==> config.mk <==
export PLATFORM = sky130hd
export DESIGN_NAME = sd_card_spi_host_sequencer
export DESIGN_NICKNAME = d
export VERILOG_FILES = /design/src/design/sdspi_pkg.sv /design/src/design/sd_card_spi_host_sequencer.sv
export SDC_FILE = /design/constraint.sdc
export NUM_CORES = 1
export LEC_CHECK = 0
export ABC_AREA = 1
export BUFFER_PORTS_ARGS = -buffer_cell sky130_fd_sc_hd__buf_4
export CORE_MARGIN = 3
export CORE_UTILIZATION = 60
export DETAILED_ROUTE_END_ITERATION = 8
export PLACE_DENSITY = 0.79
export SLEW_MARGIN = 20
export SYNTH_ARGS = -nofsm -noshare
export SYNTH_HDL_FRONTEND = slang
export SYNTH_SLANG_ARGS = --single-unit
export TNS_END_PERCENT = 20
==> constraint.sdc <==
create_clock -name clk -period 5.3 [get_ports clk]
set_clock_uncertainty 0.2 [all_clocks]
set_input_delay 0.265 -clock clk [delete_from_list [all_inputs] [get_ports clk]]
set_output_delay 0.265 -clock clk [all_outputs]
set_load 0.005 [all_outputs]
==> src/design/sdspi_pkg.sv <==
// Shared types, reset values, status codes and helper functions of the SD SPI host.
// No dependencies.
package sdspi_pkg;

  typedef struct packed {
    logic        tx_valid;
    logic [7:0]  tx_byte;
    logic        chip_select;
    logic        fast_clock;
    logic        read_valid;
    logic [7:0]  read_byte;
    logic        data_request;
    logic        done_res;
    logic [2:0]  status;
    logic [31:0] capacity_blocks;
    logic        high_capacity;
  } res_t;

  typedef struct packed {
    logic        ok;
    logic [31:0] blocks;
  } csd_t;

  localparam int BLOCK_BYTES = 512;
  localparam logic [9:0] BLOCK_BC = 10'(BLOCK_BYTES);

  localparam logic [15:0] INIT_TIMEOUT_RST  = 16'd1000;
  localparam logic [15:0] TOKEN_TIMEOUT_RST = 16'd200;
  localparam logic [15:0] BUSY_TIMEOUT_RST  = 16'd500;
  localparam logic [7:0]  POLL_LIMIT_RST    = 8'd16;
  localparam logic [3:0]  CMD0_ATTEMPTS_RST = 4'd8;
  localparam logic [7:0]  WAKEUP_BYTES_RST  = 8'd16;

  localparam logic [2:0] ST_OK      = 3'd0;
  localparam logic [2:0] ST_CMD0    = 3'd1;
  localparam logic [2:0] ST_CMD8    = 3'd2;
  localparam logic [2:0] ST_ACMD41  = 3'd3;
  localparam logic [2:0] ST_CMD58   = 3'd4;
  localparam logic [2:0] ST_READ    = 3'd5;
  localparam logic [2:0] ST_WRITE   = 3'd6;
  localparam logic [2:0] ST_TIMEOUT = 3'd7;

  function automatic logic [47:0] make_frame(input logic [7:0] cmd, input logic [31:0] arg,
                                             input logic [7:0] crc);
    return {cmd | 8'h40, arg, crc};
  endfunction

  function automatic logic [7:0] frame_byte(input logic [47:0] f, input logic [2:0] idx);
    logic [7:0] b;
    case (idx)
      3'd1: b = f[47:40];
      3'd2: b = f[39:32];
      3'd3: b = f[31:24];
      3'd4: b = f[23:16];
      3'd5: b = f[15:8];
      3'd6: b = f[7:0];
      default: b = 8'hFF;
    endcase
    return b;
  endfunction

  function automatic csd_t decode_csd(input logic [7:0] b0, input logic [7:0] b5,
                                      input logic [7:0] b6, input logic [7:0] b7,
                                      input logic [7:0] b8, input logic [7:0] b9,
                                      input logic [7:0] b10);
    csd_t        res;
    logic [11:0] cs1;
    logic [2:0]  mult;
    logic [4:0]  e;
    logic [31:0] base;
    logic [21:0] cs2;
    logic [32:0] big;
    res = '0;
    cs1 = {b6[1:0], b7, b8[7:6]};
    mult = {b9[1:0], b10[7]};
    e = 5'(mult) + 5'(b5[3:0]);
    base = 32'(cs1) + 32'd1;
    cs2 = {b7[5:0], b8, b9};
    big = (33'(cs2) + 33'd1) << 10;
    case (b0[7:6])
      2'd0: begin
        res.ok = 1'b1;
        if (e >= 5'd7) res.blocks = base << (e - 5'd7);
        else res.blocks = base >> (5'd7 - e);
      end
      2'd1: begin
        res.ok = 1'b1;
        res.blocks = big[32] ? 32'hFFFF_FFFF : big[31:0];
      end
      default: res = '0;
    endcase
    return res;
  endfunction

endpackage

==> src/design/sd_card_spi_host_sequencer.sv <==
// Top level of the SD card SPI-mode host sequencer.
// Depends on sdspi_pkg.
//
// Usage: the host drives items on the in_ channel (opcode plus address, received
// byte and write data). Start opcodes launch init, block read, block write or
// capacity query; received-byte items report what the card returned for the last
// transmitted byte; tick items mark milliseconds; write-data items supply bytes.
// Each accepted item yields zero or one result item on the out_ channel, telling
// which byte to shift out next, chip select and clock speed, read data, write data
// requests and completion status.
// Each result is registered on out_; while out_stall holds a result there, the next one waits in the skid stage.
// Throughput: one item per cycle while in_stall is low; the whole transition is one registered pass.
// A result register and a one-entry skid stage keep the input open while a
// result waits; in_stall rises only when both hold a result.
// Configuration writes are taken at any cycle through cfg_ (cfg_ready is high)
// and must be issued while the sequencer is idle.
// Reset (rst_n low at a clock edge) returns to idle, slow clock, byte addressing,
// default register values, and drops any pending result.
module sd_card_spi_host_sequencer (
  input  logic        clk,
  input  logic        rst_n,
  input  logic        in_valid,
  output logic        in_stall,
  input  logic [2:0]  in_opcode,
  input  logic [31:0] in_block_address,
  input  logic [7:0]  in_rx_byte,
  input  logic [7:0]  in_write_byte,
  output logic        out_valid,
  input  logic        out_stall,
  output logic        out_tx_valid,
  output logic [7:0]  out_tx_byte,
  output logic        out_chip_select,
  output logic        out_fast_clock,
  output logic        out_read_valid,
  output logic [7:0]  out_read_byte,
  output logic        out_data_request,
  output logic        out_done_res,
  output logic [2:0]  out_status,
  output logic [31:0] out_capacity_blocks,
  output logic        out_high_capacity,
  input  logic        cfg_valid,
  output logic        cfg_ready,
  input  logic [2:0]  cfg_index,
  input  logic [15:0] cfg_data
);

  localparam logic [2:0] OP_INIT  = 3'd0;
  localparam logic [2:0] OP_READ  = 3'd1;
  localparam logic [2:0] OP_WRITE = 3'd2;
  localparam logic [2:0] OP_CAP   = 3'd3;
  localparam logic [2:0] OP_RX    = 3'd4;
  localparam logic [2:0] OP_TICK  = 3'd5;
  localparam logic [2:0] OP_WDATA = 3'd6;

  localparam logic [2:0] REG_INIT_TO  = 3'd0;
  localparam logic [2:0] REG_TOKEN_TO = 3'd1;
  localparam logic [2:0] REG_BUSY_TO  = 3'd2;
  localparam logic [2:0] REG_POLL     = 3'd3;
  localparam logic [2:0] REG_CMD0     = 3'd4;
  localparam logic [2:0] REG_WAKE     = 3'd5;

  localparam logic [4:0] PH_IDLE = 5'd0,  PH_WAKE = 5'd1,  PH_C0 = 5'd2,    PH_GAP = 5'd3;
  localparam logic [4:0] PH_C8 = 5'd4,    PH_R7 = 5'd5,    PH_C55V2 = 5'd6, PH_A41V2 = 5'd7;
  localparam logic [4:0] PH_C55V1 = 5'd8, PH_A41V1 = 5'd9, PH_C58 = 5'd10,  PH_OCR = 5'd11;
  localparam logic [4:0] PH_C17 = 5'd12,  PH_RTOK = 5'd13, PH_RDAT = 5'd14, PH_C24 = 5'd15;
  localparam logic [4:0] PH_WTOK = 5'd16, PH_WDREQ = 5'd17, PH_WDAT = 5'd18;
  localparam logic [4:0] PH_WCRC = 5'd19, PH_WRESP = 5'd20, PH_BUSY = 5'd21;
  localparam logic [4:0] PH_C9 = 5'd22,   PH_CTOK = 5'd23, PH_CDAT = 5'd24;

  logic [15:0] init_to_r, token_to_r, busy_to_r;
  logic [7:0]  poll_lim_r, wake_bytes_r;
  logic [3:0]  cmd0_att_r;

  logic [4:0]  ph_r, ph_nxt;
  logic [9:0]  bc_r, bc_nxt;
  logic [15:0] el_r, el_nxt;
  logic [3:0]  att_r, att_nxt;
  logic        cba_r, cba_nxt;
  logic        fast_r, fast_nxt;
  logic [47:0] frame_r, frame_nxt;
  logic [7:0]  csd_r [16];

  logic        csd_we;
  logic [3:0]  csd_wa;
  sdspi_pkg::res_t res;
  logic        res_v;
  sdspi_pkg::csd_t csd_dec;

  sdspi_pkg::res_t out_r, skid_r;
  logic        out_v_r, skid_v_r;
  logic        in_acc;

  logic        iss;
  logic [4:0]  iss_ph;
  logic [47:0] iss_frame;
  logic        fin;
  logic [2:0]  fin_st;
  logic        run;
  logic [7:0]  r1;
  logic [3:0]  att_inc;
  logic [31:0] addr;

  assign in_stall  = skid_v_r;
  assign in_acc    = in_valid && !skid_v_r;
  assign cfg_ready = 1'b1;

  assign csd_dec = sdspi_pkg::decode_csd(csd_r[0], csd_r[5], csd_r[6], csd_r[7],
                                         csd_r[8], csd_r[9], csd_r[10]);
  assign att_inc = att_r + 4'd1;
  assign addr = cba_r ? in_block_address : {in_block_address[22:0], 9'd0};

  always_comb begin
    ph_nxt = ph_r;
    bc_nxt = bc_r;
    el_nxt = el_r;
    att_nxt = att_r;
    cba_nxt = cba_r;
    fast_nxt = fast_r;
    frame_nxt = frame_r;
    csd_we = 1'b0;
    csd_wa = bc_r[3:0];
    res = '0;
    iss = 1'b0;
    iss_ph = PH_IDLE;
    iss_frame = '0;
    fin = 1'b0;
    fin_st = sdspi_pkg::ST_OK;
    run = 1'b0;
    r1 = 8'hFF;
    if (in_acc) begin
      case (in_opcode)
        OP_INIT, OP_READ, OP_WRITE, OP_CAP: begin
          if (ph_r == PH_IDLE) begin
            case (in_opcode)
              OP_INIT: begin
                cba_nxt = 1'b0;
                fast_nxt = 1'b0;
                ph_nxt = PH_WAKE;
                bc_nxt = 10'd1;
                res.tx_valid = 1'b1;
                res.tx_byte = 8'hFF;
              end
              OP_READ: begin
                iss = 1'b1;
                iss_ph = PH_C17;
                iss_frame = sdspi_pkg::make_frame(8'h11, addr, 8'h01);
              end
              OP_WRITE: begin
                iss = 1'b1;
                iss_ph = PH_C24;
                iss_frame = sdspi_pkg::make_frame(8'h18, addr, 8'h01);
              end
              default: begin
                iss = 1'b1;
                iss_ph = PH_C9;
                iss_frame = sdspi_pkg::make_frame(8'h09, 32'd0, 8'h01);
              end
            endcase
          end
        end
        OP_TICK: begin
          if (el_r != 16'hFFFF) el_nxt = el_r + 16'd1;
        end
        OP_WDATA: begin
          if (ph_r == PH_WDREQ) begin
            ph_nxt = PH_WDAT;
            res.tx_valid = 1'b1;
            res.tx_byte = in_write_byte;
          end
        end
        OP_RX: begin
          if (ph_r != PH_IDLE && ph_r != PH_WDREQ) begin
            if (ph_r inside {PH_C0, PH_C8, PH_C55V2, PH_A41V2, PH_C55V1, PH_A41V1,
                             PH_C58, PH_C17, PH_C24, PH_C9}) begin
              if (bc_r < 10'd7) begin
                res.tx_valid = 1'b1;
                res.tx_byte = sdspi_pkg::frame_byte(frame_r, bc_r[2:0]);
                bc_nxt = bc_r + 10'd1;
                run = 1'b1;
              end else if (bc_r == 10'd7) begin
                res.tx_valid = 1'b1;
                res.tx_byte = 8'hFF;
                bc_nxt = 10'd8;
                run = 1'b1;
              end else if (!in_rx_byte[7]) begin
                r1 = in_rx_byte;
              end else if ((bc_r - 10'd7) >= {2'b00, poll_lim_r}) begin
                r1 = 8'hFF;
              end else begin
                res.tx_valid = 1'b1;
                res.tx_byte = 8'hFF;
                bc_nxt = bc_r + 10'd1;
                run = 1'b1;
              end
            end
            if (!run) begin
              case (ph_r)
                PH_WAKE: begin
                  if (bc_r < {2'b00, wake_bytes_r}) begin
                    bc_nxt = bc_r + 10'd1;
                    res.tx_valid = 1'b1;
                    res.tx_byte = 8'hFF;
                  end else begin
                    el_nxt = '0;
                    att_nxt = '0;
                    iss = 1'b1;
                    iss_ph = PH_C0;
                    iss_frame = sdspi_pkg::make_frame(8'h00, 32'd0, 8'h95);
                  end
                end
                PH_C0: begin
                  if (r1 == 8'h01) begin
                    iss = 1'b1;
                    iss_ph = PH_C8;
                    iss_frame = sdspi_pkg::make_frame(8'h08, 32'h0000_01AA, 8'h87);
                  end else if (el_r > init_to_r) begin
                    fin = 1'b1;
                    fin_st = sdspi_pkg::ST_CMD0;
                  end else begin
                    ph_nxt = PH_GAP;
                    bc_nxt = 10'd1;
                    res.tx_valid = 1'b1;
                    res.tx_byte = 8'hFF;
                  end
                end
                PH_GAP: begin
                  if (bc_r < 10'd8) begin
                    bc_nxt = bc_r + 10'd1;
                    res.tx_valid = 1'b1;
                    res.tx_byte = 8'hFF;
                  end else begin
                    att_nxt = att_inc;
                    if (att_inc >= cmd0_att_r) begin
                      fin = 1'b1;
                      fin_st = sdspi_pkg::ST_CMD0;
                    end else begin
                      iss = 1'b1;
                      iss_ph = PH_C0;
                      iss_frame = sdspi_pkg::make_frame(8'h00, 32'd0, 8'h95);
                    end
                  end
                end
                PH_C8: begin
                  if (r1 == 8'h01) begin
                    ph_nxt = PH_R7;
                    bc_nxt = 10'd1;
                    res.tx_valid = 1'b1;
                    res.tx_byte = 8'hFF;
                  end else if (r1 == 8'h05) begin
                    el_nxt = '0;
                    iss = 1'b1;
                    iss_ph = PH_C55V1;
                    iss_frame = sdspi_pkg::make_frame(8'h37, 32'd0, 8'h01);
                  end else begin
                    fin = 1'b1;
                    fin_st = sdspi_pkg::ST_CMD8;
                  end
                end
                PH_R7: begin
                  if (bc_r < 10'd4) begin
                    bc_nxt = bc_r + 10'd1;
                    res.tx_valid = 1'b1;
                    res.tx_byte = 8'hFF;
                  end else if (in_rx_byte != 8'hAA) begin
                    fin = 1'b1;
                    fin_st = sdspi_pkg::ST_CMD8;
                  end else begin
                    el_nxt = '0;
                    iss = 1'b1;
                    iss_ph = PH_C55V2;
                    iss_frame = sdspi_pkg::make_frame(8'h37, 32'd0, 8'h01);
                  end
                end
                PH_C55V2, PH_C55V1: begin
                  if (r1 > 8'd1) begin
                    if (el_r >= init_to_r) begin
                      fin = 1'b1;
                      fin_st = sdspi_pkg::ST_ACMD41;
                    end else begin
                      iss = 1'b1;
                      iss_ph = ph_r;
                      iss_frame = sdspi_pkg::make_frame(8'h37, 32'd0, 8'h01);
                    end
                  end else begin
                    iss = 1'b1;
                    iss_ph = (ph_r == PH_C55V2) ? PH_A41V2 : PH_A41V1;
                    iss_frame = sdspi_pkg::make_frame(8'h29,
                      (ph_r == PH_C55V2) ? 32'h4000_0000 : 32'd0, 8'h01);
                  end
                end
                PH_A41V2, PH_A41V1: begin
                  if (r1 == 8'd0 && ph_r == PH_A41V2) begin
                    iss = 1'b1;
                    iss_ph = PH_C58;
                    iss_frame = sdspi_pkg::make_frame(8'h3A, 32'd0, 8'h01);
                  end else if (r1 == 8'd0) begin
                    cba_nxt = 1'b0;
                    fast_nxt = 1'b1;
                    fin = 1'b1;
                    fin_st = sdspi_pkg::ST_OK;
                  end else if (el_r >= init_to_r) begin
                    fin = 1'b1;
                    fin_st = sdspi_pkg::ST_ACMD41;
                  end else begin
                    iss = 1'b1;
                    iss_ph = (ph_r == PH_A41V2) ? PH_C55V2 : PH_C55V1;
                    iss_frame = sdspi_pkg::make_frame(8'h37, 32'd0, 8'h01);
                  end
                end
                PH_C58: begin
                  if (r1 != 8'd0) begin
                    fin = 1'b1;
                    fin_st = sdspi_pkg::ST_CMD58;
                  end else begin
                    ph_nxt = PH_OCR;
                    bc_nxt = 10'd1;
                    res.tx_valid = 1'b1;
                    res.tx_byte = 8'hFF;
                  end
                end
                PH_OCR: begin
                  if (bc_r == 10'd1 && in_rx_byte[7:6] == 2'b11) cba_nxt = 1'b1;
                  if (bc_r < 10'd4) begin
                    bc_nxt = bc_r + 10'd1;
                    res.tx_valid = 1'b1;
                    res.tx_byte = 8'hFF;
                  end else begin
                    fast_nxt = 1'b1;
                    fin = 1'b1;
                    fin_st = sdspi_pkg::ST_OK;
                  end
                end
                PH_C17, PH_C9: begin
                  if (r1 != 8'd0) begin
                    fin = 1'b1;
                    fin_st = sdspi_pkg::ST_READ;
                  end else begin
                    el_nxt = '0;
                    ph_nxt = (ph_r == PH_C17) ? PH_RTOK : PH_CTOK;
                    res.tx_valid = 1'b1;
                    res.tx_byte = 8'hFF;
                  end
                end
                PH_RTOK: begin
                  if (in_rx_byte == 8'hFE) begin
                    ph_nxt = PH_RDAT;
                    bc_nxt = '0;
                    res.tx_valid = 1'b1;
                    res.tx_byte = 8'hFF;
                  end else if (el_r >= token_to_r) begin
                    fin = 1'b1;
                    fin_st = sdspi_pkg::ST_TIMEOUT;
                  end else begin
                    res.tx_valid = 1'b1;
                    res.tx_byte = 8'hFF;
                  end
                end
                PH_RDAT: begin
                  if (bc_r < sdspi_pkg::BLOCK_BC) begin
                    res.read_valid = 1'b1;
                    res.read_byte = in_rx_byte;
                    bc_nxt = bc_r + 10'd1;
                    res.tx_valid = 1'b1;
                    res.tx_byte = 8'hFF;
                  end else if (bc_r == sdspi_pkg::BLOCK_BC) begin
                    bc_nxt = bc_r + 10'd1;
                    res.tx_valid = 1'b1;
                    res.tx_byte = 8'hFF;
                  end else begin
                    fin = 1'b1;
                    fin_st = sdspi_pkg::ST_OK;
                  end
                end
                PH_C24: begin
                  if (r1 != 8'd0) begin
                    fin = 1'b1;
                    fin_st = sdspi_pkg::ST_WRITE;
                  end else begin
                    ph_nxt = PH_WTOK;
                    res.tx_valid = 1'b1;
                    res.tx_byte = 8'hFE;
                  end
                end
                PH_WTOK: begin
                  bc_nxt = '0;
                  ph_nxt = PH_WDREQ;
                  res.data_request = 1'b1;
                end
                PH_WDAT: begin
                  if (bc_r + 10'd1 < sdspi_pkg::BLOCK_BC) begin
                    bc_nxt = bc_r + 10'd1;
                    ph_nxt = PH_WDREQ;
                    res.data_request = 1'b1;
                  end else begin
                    ph_nxt = PH_WCRC;
                    bc_nxt = '0;
                    res.tx_valid = 1'b1;
                    res.tx_byte = 8'hFF;
                  end
                end
                PH_WCRC: begin
                  if (bc_r == 10'd0) bc_nxt = 10'd1;
                  else ph_nxt = PH_WRESP;
                  res.tx_valid = 1'b1;
                  res.tx_byte = 8'hFF;
                end
                PH_WRESP: begin
                  if (in_rx_byte[4:0] != 5'h05) begin
                    fin = 1'b1;
                    fin_st = sdspi_pkg::ST_WRITE;
                  end else begin
                    el_nxt = '0;
                    ph_nxt = PH_BUSY;
                    res.tx_valid = 1'b1;
                    res.tx_byte = 8'hFF;
                  end
                end
                PH_BUSY: begin
                  if (in_rx_byte == 8'hFF) begin
                    fin = 1'b1;
                    fin_st = sdspi_pkg::ST_OK;
                  end else if (el_r >= busy_to_r) begin
                    fin = 1'b1;
                    fin_st = sdspi_pkg::ST_TIMEOUT;
                  end else begin
                    res.tx_valid = 1'b1;
                    res.tx_byte = 8'hFF;
                  end
                end
                PH_CTOK: begin
                  if (in_rx_byte == 8'hFE) begin
                    ph_nxt = PH_CDAT;
                    bc_nxt = '0;
                    res.tx_valid = 1'b1;
                    res.tx_byte = 8'hFF;
                  end else if (el_r > token_to_r) begin
                    fin = 1'b1;
                    fin_st = sdspi_pkg::ST_READ;
                  end else begin
                    res.tx_valid = 1'b1;
                    res.tx_byte = 8'hFF;
                  end
                end
                PH_CDAT: begin
                  if (bc_r < 10'd16) begin
                    csd_we = 1'b1;
                    bc_nxt = bc_r + 10'd1;
                    res.tx_valid = 1'b1;
                    res.tx_byte = 8'hFF;
                  end else if (bc_r == 10'd16) begin
                    bc_nxt = bc_r + 10'd1;
                    res.tx_valid = 1'b1;
                    res.tx_byte = 8'hFF;
                  end else if (csd_dec.ok) begin
                    fin = 1'b1;
                    fin_st = sdspi_pkg::ST_OK;
                    res.capacity_blocks = csd_dec.blocks;
                  end else begin
                    fin = 1'b1;
                    fin_st = sdspi_pkg::ST_READ;
                  end
                end
                default: begin
                end
              endcase
            end
          end
        end
        default: begin
        end
      endcase
    end
    if (iss) begin
      frame_nxt = iss_frame;
      ph_nxt = iss_ph;
      bc_nxt = 10'd1;
      res.tx_valid = 1'b1;
      res.tx_byte = 8'hFF;
    end
    if (fin) begin
      ph_nxt = PH_IDLE;
      res.done_res = 1'b1;
      res.status = fin_st;
    end
    res.chip_select = (ph_nxt != PH_IDLE) && (ph_nxt != PH_WAKE);
    res.fast_clock = fast_nxt;
    res.high_capacity = cba_nxt;
    res_v = res.tx_valid || res.read_valid || res.data_request || res.done_res;
  end

  always_ff @(posedge clk) begin
    if (csd_we) csd_r[csd_wa] <= in_rx_byte;
  end

  always_ff @(posedge clk) begin
    if (!rst_n) begin
      ph_r <= PH_IDLE;
      bc_r <= '0;
      el_r <= '0;
      att_r <= '0;
      cba_r <= 1'b0;
      fast_r <= 1'b0;
      frame_r <= '0;
      init_to_r <= sdspi_pkg::INIT_TIMEOUT_RST;
      token_to_r <= sdspi_pkg::TOKEN_TIMEOUT_RST;
      busy_to_r <= sdspi_pkg::BUSY_TIMEOUT_RST;
      poll_lim_r <= sdspi_pkg::POLL_LIMIT_RST;
      cmd0_att_r <= sdspi_pkg::CMD0_ATTEMPTS_RST;
      wake_bytes_r <= sdspi_pkg::WAKEUP_BYTES_RST;
      out_v_r <= 1'b0;
      skid_v_r <= 1'b0;
    end else begin
      ph_r <= ph_nxt;
      bc_r <= bc_nxt;
      el_r <= el_nxt;
      att_r <= att_nxt;
      cba_r <= cba_nxt;
      fast_r <= fast_nxt;
      frame_r <= frame_nxt;
      if (cfg_valid) begin
        case (cfg_index)
          REG_INIT_TO:  init_to_r <= cfg_data;
          REG_TOKEN_TO: token_to_r <= cfg_data;
          REG_BUSY_TO:  busy_to_r <= cfg_data;
          REG_POLL:     poll_lim_r <= cfg_data[7:0];
          REG_CMD0:     cmd0_att_r <= cfg_data[3:0];
          REG_WAKE:     wake_bytes_r <= cfg_data[7:0];
          default: begin
          end
        endcase
      end
      if (!out_v_r || !out_stall) begin
        if (skid_v_r) begin
          out_v_r <= 1'b1;
          skid_v_r <= 1'b0;
        end else begin
          out_v_r <= res_v;
        end
      end else if (res_v) begin
        skid_v_r <= 1'b1;
      end
    end
  end

  always_ff @(posedge clk) begin
    if (!out_v_r || !out_stall) begin
      out_r <= skid_v_r ? skid_r : res;
    end else if (res_v) begin
      skid_r <= res;
    end
  end

  assign out_valid           = out_v_r;
  assign out_tx_valid        = out_r.tx_valid;
  assign out_tx_byte         = out_r.tx_byte;
  assign out_chip_select     = out_r.chip_select;
  assign out_fast_clock      = out_r.fast_clock;
  assign out_read_valid      = out_r.read_valid;
  assign out_read_byte       = out_r.read_byte;
  assign out_data_request    = out_r.data_request;
  assign out_done_res        = out_r.done_res;
  assign out_status          = out_r.status;
  assign out_capacity_blocks = out_r.capacity_blocks;
  assign out_high_capacity   = out_r.high_capacity;

endmodule

## Word-level counts from Yosys, hierarchy flattened

Memories as Yosys holds them, arrays and structs flattened.
Cells that the tools add are included.
W data, S select, Z words.

- Add/subtract/negate cells: 9
- Magnitude comparators: 16
- Eq/ne operators: 74
- Shift operators: 2
- Multiplexer cells: 286
- Bitwise gates (word level): 3
- Reductions and logical operators: 48

Operator list:

| cell | count |
|---|---|
| $mux W47 | 16 |
| $mux W32 | 11 |
| $pmux W47 S7 | 1 |
| $mux W9 | 34 |
| $mux W10 | 27 |
| $mux W16 | 10 |
| $pmux W47 S3 | 1 |
| $pmux W9 S15 | 1 |
| $mux W5 | 25 |
| $pmux W10 S12 | 1 |
| $pmux W47 S2 | 1 |
| $mux W1 | 86 |
| $pmux W16 S5 | 1 |
| $pmux W33 S2 | 1 |
| $mux W3 | 20 |
| $mux W58 | 1 |
| $mux W8 | 7 |
| $pmux W5 S11 | 1 |
| $ge A16 B16 Y1 | 3 |
| $pmux W8 S6 | 1 |
| $eq A5 B5 Y1 const B | 9 |
| $pmux W3 S14 | 1 |
| $eq A5 B4 Y1 const B | 8 |
| $mux W4 | 10 |
| other kinds (77) | 161 |

- Register bits: 271
- RAM bits: 128
- Input port bits: 75
- Output and inout port bits: 61
- Logic and storage cells: 477
- Memories: 1

Memory list:

| name | words | bits a word | rd ports | clocked after memory_dff | write ports | RTL line | text |
|---|---|---|---|---|---|---|---|
| csd_r | 16 | 8 | 7 | 0 | 1 | sd_card_spi_host_sequencer.sv:81 | `logic [7:0] csd_r [16];` |

## Longest topological paths before layout

- Word-level depth: 20
- Mapped depth: 28
- Gate-level depth less buffers: 27

## Least setup slack after synthesis

OpenSTA, ideal clock, no wires.

- Path kind: register to register
- From: register bc_r[0]
- To: register skid_r[0] (netlist name), enable pin
- Setup time: 412 ps
- Arrival: 3,893 ps
- Data required time: 4,688 ps
- Slack: 794 ps
- Cell stages (with the launch flop): 27
- Buffers on the path: 1
- Period minus slack after synthesis: 4,506 ps
- Path through: dfxtp_1 > inv_2 > nor2_2 > inv_1 > nand2_1 > nor2_1 > xor2_1 > ha_1 > a21o_1 > nor2_1 > o21ai_0 > nand2_1 > nand3_1 > nand2_1 > nand2_4 > buf_6 > nand2_1 > nand2_1 > nand3_1 > nor2_1 > nand3_2 > nand2_1 > nand2_1 > o21ai_1 > nand2_1 > nand2_1 > inv_1

- Word-level cells in the longest chain between the ends: 20
- Elaborated cells on any way between the ends: 110
- Classes of those cells: add/sub (2); order compare (9); eq/ne (5); mux (87); reduce/logical (7)

RTL lines:

| element | RTL line | text |
|---|---|---|
| start: declaration | sd_card_spi_host_sequencer.sv:75 | `logic [9:0] bc_r, bc_nxt;` |
| start signal: assignment | sd_card_spi_host_sequencer.sv:514 | `bc_r <= bc_nxt;` |
| parallel branches: the longest is 18 deep, another holds $sub A10 B3 Y10 | -- |  |
| $logic_or A1 B1 Y1 * | sd_card_spi_host_sequencer.sv:488 | `res_v = res.tx_valid \|\| res.read_valid \|\| res.data_request \|\| res.done_res;` |
| $reduce_and A2 Y1 (no line) * | -- |  |
| end signal: assignment | sd_card_spi_host_sequencer.sv:549 | `skid_r <= res;` |
| end: declaration | sd_card_spi_host_sequencer.sv:89 | `sdspi_pkg::res_t out_r, skid_r;` |

Every way passes the cells marked *. The select of a mux whose other input is x is not followed.
A chain may end at the register's enable or synchronous reset.

## Worst setup path after layout

- From: register bc_r[2]
- To: register skid_r[30] (netlist name), enable pin

The elaborated chain is that of the path after synthesis.

==> summary.md <==
| Metric | Value |
|---|---|
| Num CTS Buffers | 31 |
| Most used routing layer | met2 |
| Initial antenna violation count | 0 |
| Setup TNS | 0 ns |
| Slowest cell on crit path | dfxtp_1 |
| Core Area | 30800 sq um |
| Data arrival, critical path | 4.96 ns |
| Met3 Use GR | 6.05% |
| Sequential cell area | 7460 sq um |
| Drt first-iter violations | 2361 |
| Fmax | 0.203 GHz |
| Slew Viols, Final | 0 |
| Worst setup path class | reg -> reg |
| Maximum vdd drop | 0.286 mV |
| IO buf count | 134 |
| Crit start category | register |
| # diodes | 0 |
| GR Util met2 | 69.7% |
| Overall routing resource usage | 39.9% |
| Max clock buf depth | 3 |
| Drt pass-1 iters | 7 |
| Synth Area per Inst | 7.28 sq um |
| Grt ovf | 0 |
| First-pass GRT wire length | 106000 microns |
| Commonest cells after routing, fill and taps aside | nand2_1, inv_1, nor2_1 |
| Initial core utilization | 61.3% |
| CTS clk-pin slew, worst paths | 0.07 ns |
| Layout area overhead | 15.8% |
| Die height | 183 microns |
| Post-synth top flop | edfxtp_1 |
| Slew margin rel. | 17.6% |
| Total of max-cap violations | 0 |
| Status | finished, final reports clean |
| Yosys warnings | 0 |
| WL per Instance | 21.5 microns |
| CP dominant cell by count | nand2_1 |
| Worst-skew pair later-pin latency | 0.58 ns |
| CP bufs+invs | 3 |
| Register area share after synthesis | 39.5% |
| Row cnt | 64 |
| H-tree depth | 1 |
| CTS tree | built |
| Netlist cell types | 63 |
| Detailed placer's ending HPWL | 47200 microns |
| Most common cell after layout, fill and taps aside | nand2_1 |
| M1 GR Usage | 46.2% |
| Via count | 20100 |
| Setup violations, final | 0 |
| Syn nets | 2753 |
| Antenna Nets Post-Route | 0 |
| Worst-margin pin slew | 1.23 ns |
| RSZ-0062 raised after global routing | no |
| Final Critical Period | 4.93 ns |
| Clk sinks | 298 |
| Setup Fix Bufs, Post-CTS | 0 |
| DRC errors left | 0 |
| Largest fanout on the critical path | 58 |
| CTS root buf | clkbuf_16 |
| Post-Synthesis Cells | 2596 |
| Leading area contributor after synthesis | edfxtp_1 |
| Fin crit share | 93.1% |
| Final #Nets | 2924 |
| Die ar. | 33700 sq um |
| Share of cells above drive strength 1 | 10.5% |
| GPL Wtd Cong | 1.05 |
| Die X | 183 microns |
| Largest net degree at the start of global routing | 108 |
| Hold_ws | 0.0913 ns |
| Leakage power | 9.89 nW |
| Fin. Hold Viols | 0 |
| Top-Level Pins | 136 |
| Worst stage delay on the critical path | 0.67 ns |
| Synth top area cells | edfxtp_1, dfxtp_1, nand2_1 |
| Critical path's top delay family | simple AND/OR/NAND/NOR gates |
| P per Cell Area | 264 nW/um^2 |
| Area share of the largest cell type after synthesis | 23.7% |
| Multi-input logic area | 9620 sq um |
| Final wirelength | 68600 microns |
| Mapped Area | 18900 sq um |
| Min-Delay Path Class | in -> reg |
| Synth Register Bits | 298 |
| Post-synth EDFFs | 149 |
| Tot Pwr | 0.00578 W |
| Vias in the first global route | 19700 |
| Worst Setup End Kind | register |
| Fillers | 2333 |
| Vias per cell | 6.30 |
| WP data required | 5.33 ns |
| Fraction of registers with async set/reset | 0% |
| Core Util, Final | 71.0% |
## cell usage after synthesis (3+ instances only)
cell type,number
nor2_2,16
nand4_1,32
nor3_2,5
o21ai_1,16
nand2_2,9
o22ai_1,13
nand3_1,152
o31ai_1,4
nor4_1,15
a22oi_1,5
o2111ai_1,3
ha_1,81
o211ai_1,37
xnor2_1,5
a21boi_0,7
buf_1,5
mux2i_1,4
xor2_1,19
nand3_2,9
o221ai_1,7
edfxtp_1,149
a211oi_1,17
buf_4,5
o21a_1,4
nand2_1,561
nor3_1,45
inv_1,344
o21ai_0,228
nand2_4,4
or2_2,6
nor2_1,278
a21o_1,3
buf_6,6
a221oi_1,6
clkinv_1,6
a31oi_1,11
clkbuf_1,61
dfxtp_1,149
o21bai_1,6
a21oi_1,189
inv_2,18
nor2_4,10
buf_2,16
## flip-flops by register name, indices dropped and copies added, names as in the netlist, 3 cells and up
| name | flops |
|---|---|
| skid_r | 58 |
| frame_r | 42 |
| csd_r | 33 |
| out_capacity_blocks | 32 |
| busy_to_r | 16 |
| el_r | 16 |
| init_to_r | 16 |
| token_to_r | 16 |
| bc_r | 10 |
| out_read_byte | 8 |
| out_tx_byte | 8 |
| poll_lim_r | 8 |
| wake_bytes_r | 8 |
| ph_r | 5 |
| att_r | 4 |
| cmd0_att_r | 4 |
| out_status | 3 |
## cells by family after synthesis
kind of cell	share of synthesized area, %
buf+inv	9.60
flops	39.5
fa+ha+maj	5.47
mux	0.212
compound gates	16.9
xor+xnor	1.28
simple gates	27.0
other cells	0.0199
## worst paths after layout
check | cells past startpoint | slack, ns | endpoint | startpoint
setup / recovery | 25 | 0.37 | skid_r[30] | bc_r[2]
hold / removal | 5 | 0.09 | frame_r[31] | in_block_address[23]
setup reg to reg | 25 | 0.37 | skid_r[30] | bc_r[2]
hold reg to reg | 2 | 0.27 | init_to_r[15] | init_to_r[15]
## power by group
group | switching, W | total [W] | internal, W | leakage (nW)
logic | 0.000662 | 0.000997 | 0.000334 | 6.75
clock network | 0.000944 | 0.00222 | 0.00127 | 0.485
registers | 0.0000521 | 0.00257 | 0.00252 | 2.65
total | 0.00166 | 0.00578 | 0.00412 | 9.89
## routing by layer
metal / vias up / part of all wire (%) / routed length, microns
met3: 375 / 9.0 / 6160
met4: 0 / 7.4 / 5060
met5: - / 0 / 0
met2: 1404 / 48 / 33100
met1: 9249 / 35 / 24300
li1: 9032 / - / -
## worst min-delay path, stage by stage
cell	delay (ns)
buf_4	0.08
mux2i_1	0.11
nor3_1	0.22
a21oi_1	0.07
nor2_1	0.07
## per-stage QoR
step	instances	setup WS (ns)	area (sq um)
floorplan	2596	0.794	18900
global placement	3057	0.696	20100
detailed placement	3057	0.536	20100
CTS	3186	0.514	21900
global route	3186	0.0116	21900
finish	3186	0.368	21900
## repair_timing
action | CTS | global route
setup endpoints to repair | 0 | 0
hold buffers | 73 | 0
gates resized for setup | 0 | 0
hold endpoints to repair | 156 | 0
## layout make-up
| class | instances | share of cell area, % |
|---|---|---|
| Clock buffer | 36 | 3.68 |
| Clock inverter | 20 | 0.926 |
| Inverter | 368 | 6.31 |
| Multi-Input combinational cell | 1837 | 44.0 |
| Sequential cell | 298 | 34.1 |
| Tap cell | 396 | 2.26 |
| Timing Repair Buffer | 231 | 8.76 |
(Power assumes the default switching activity.)
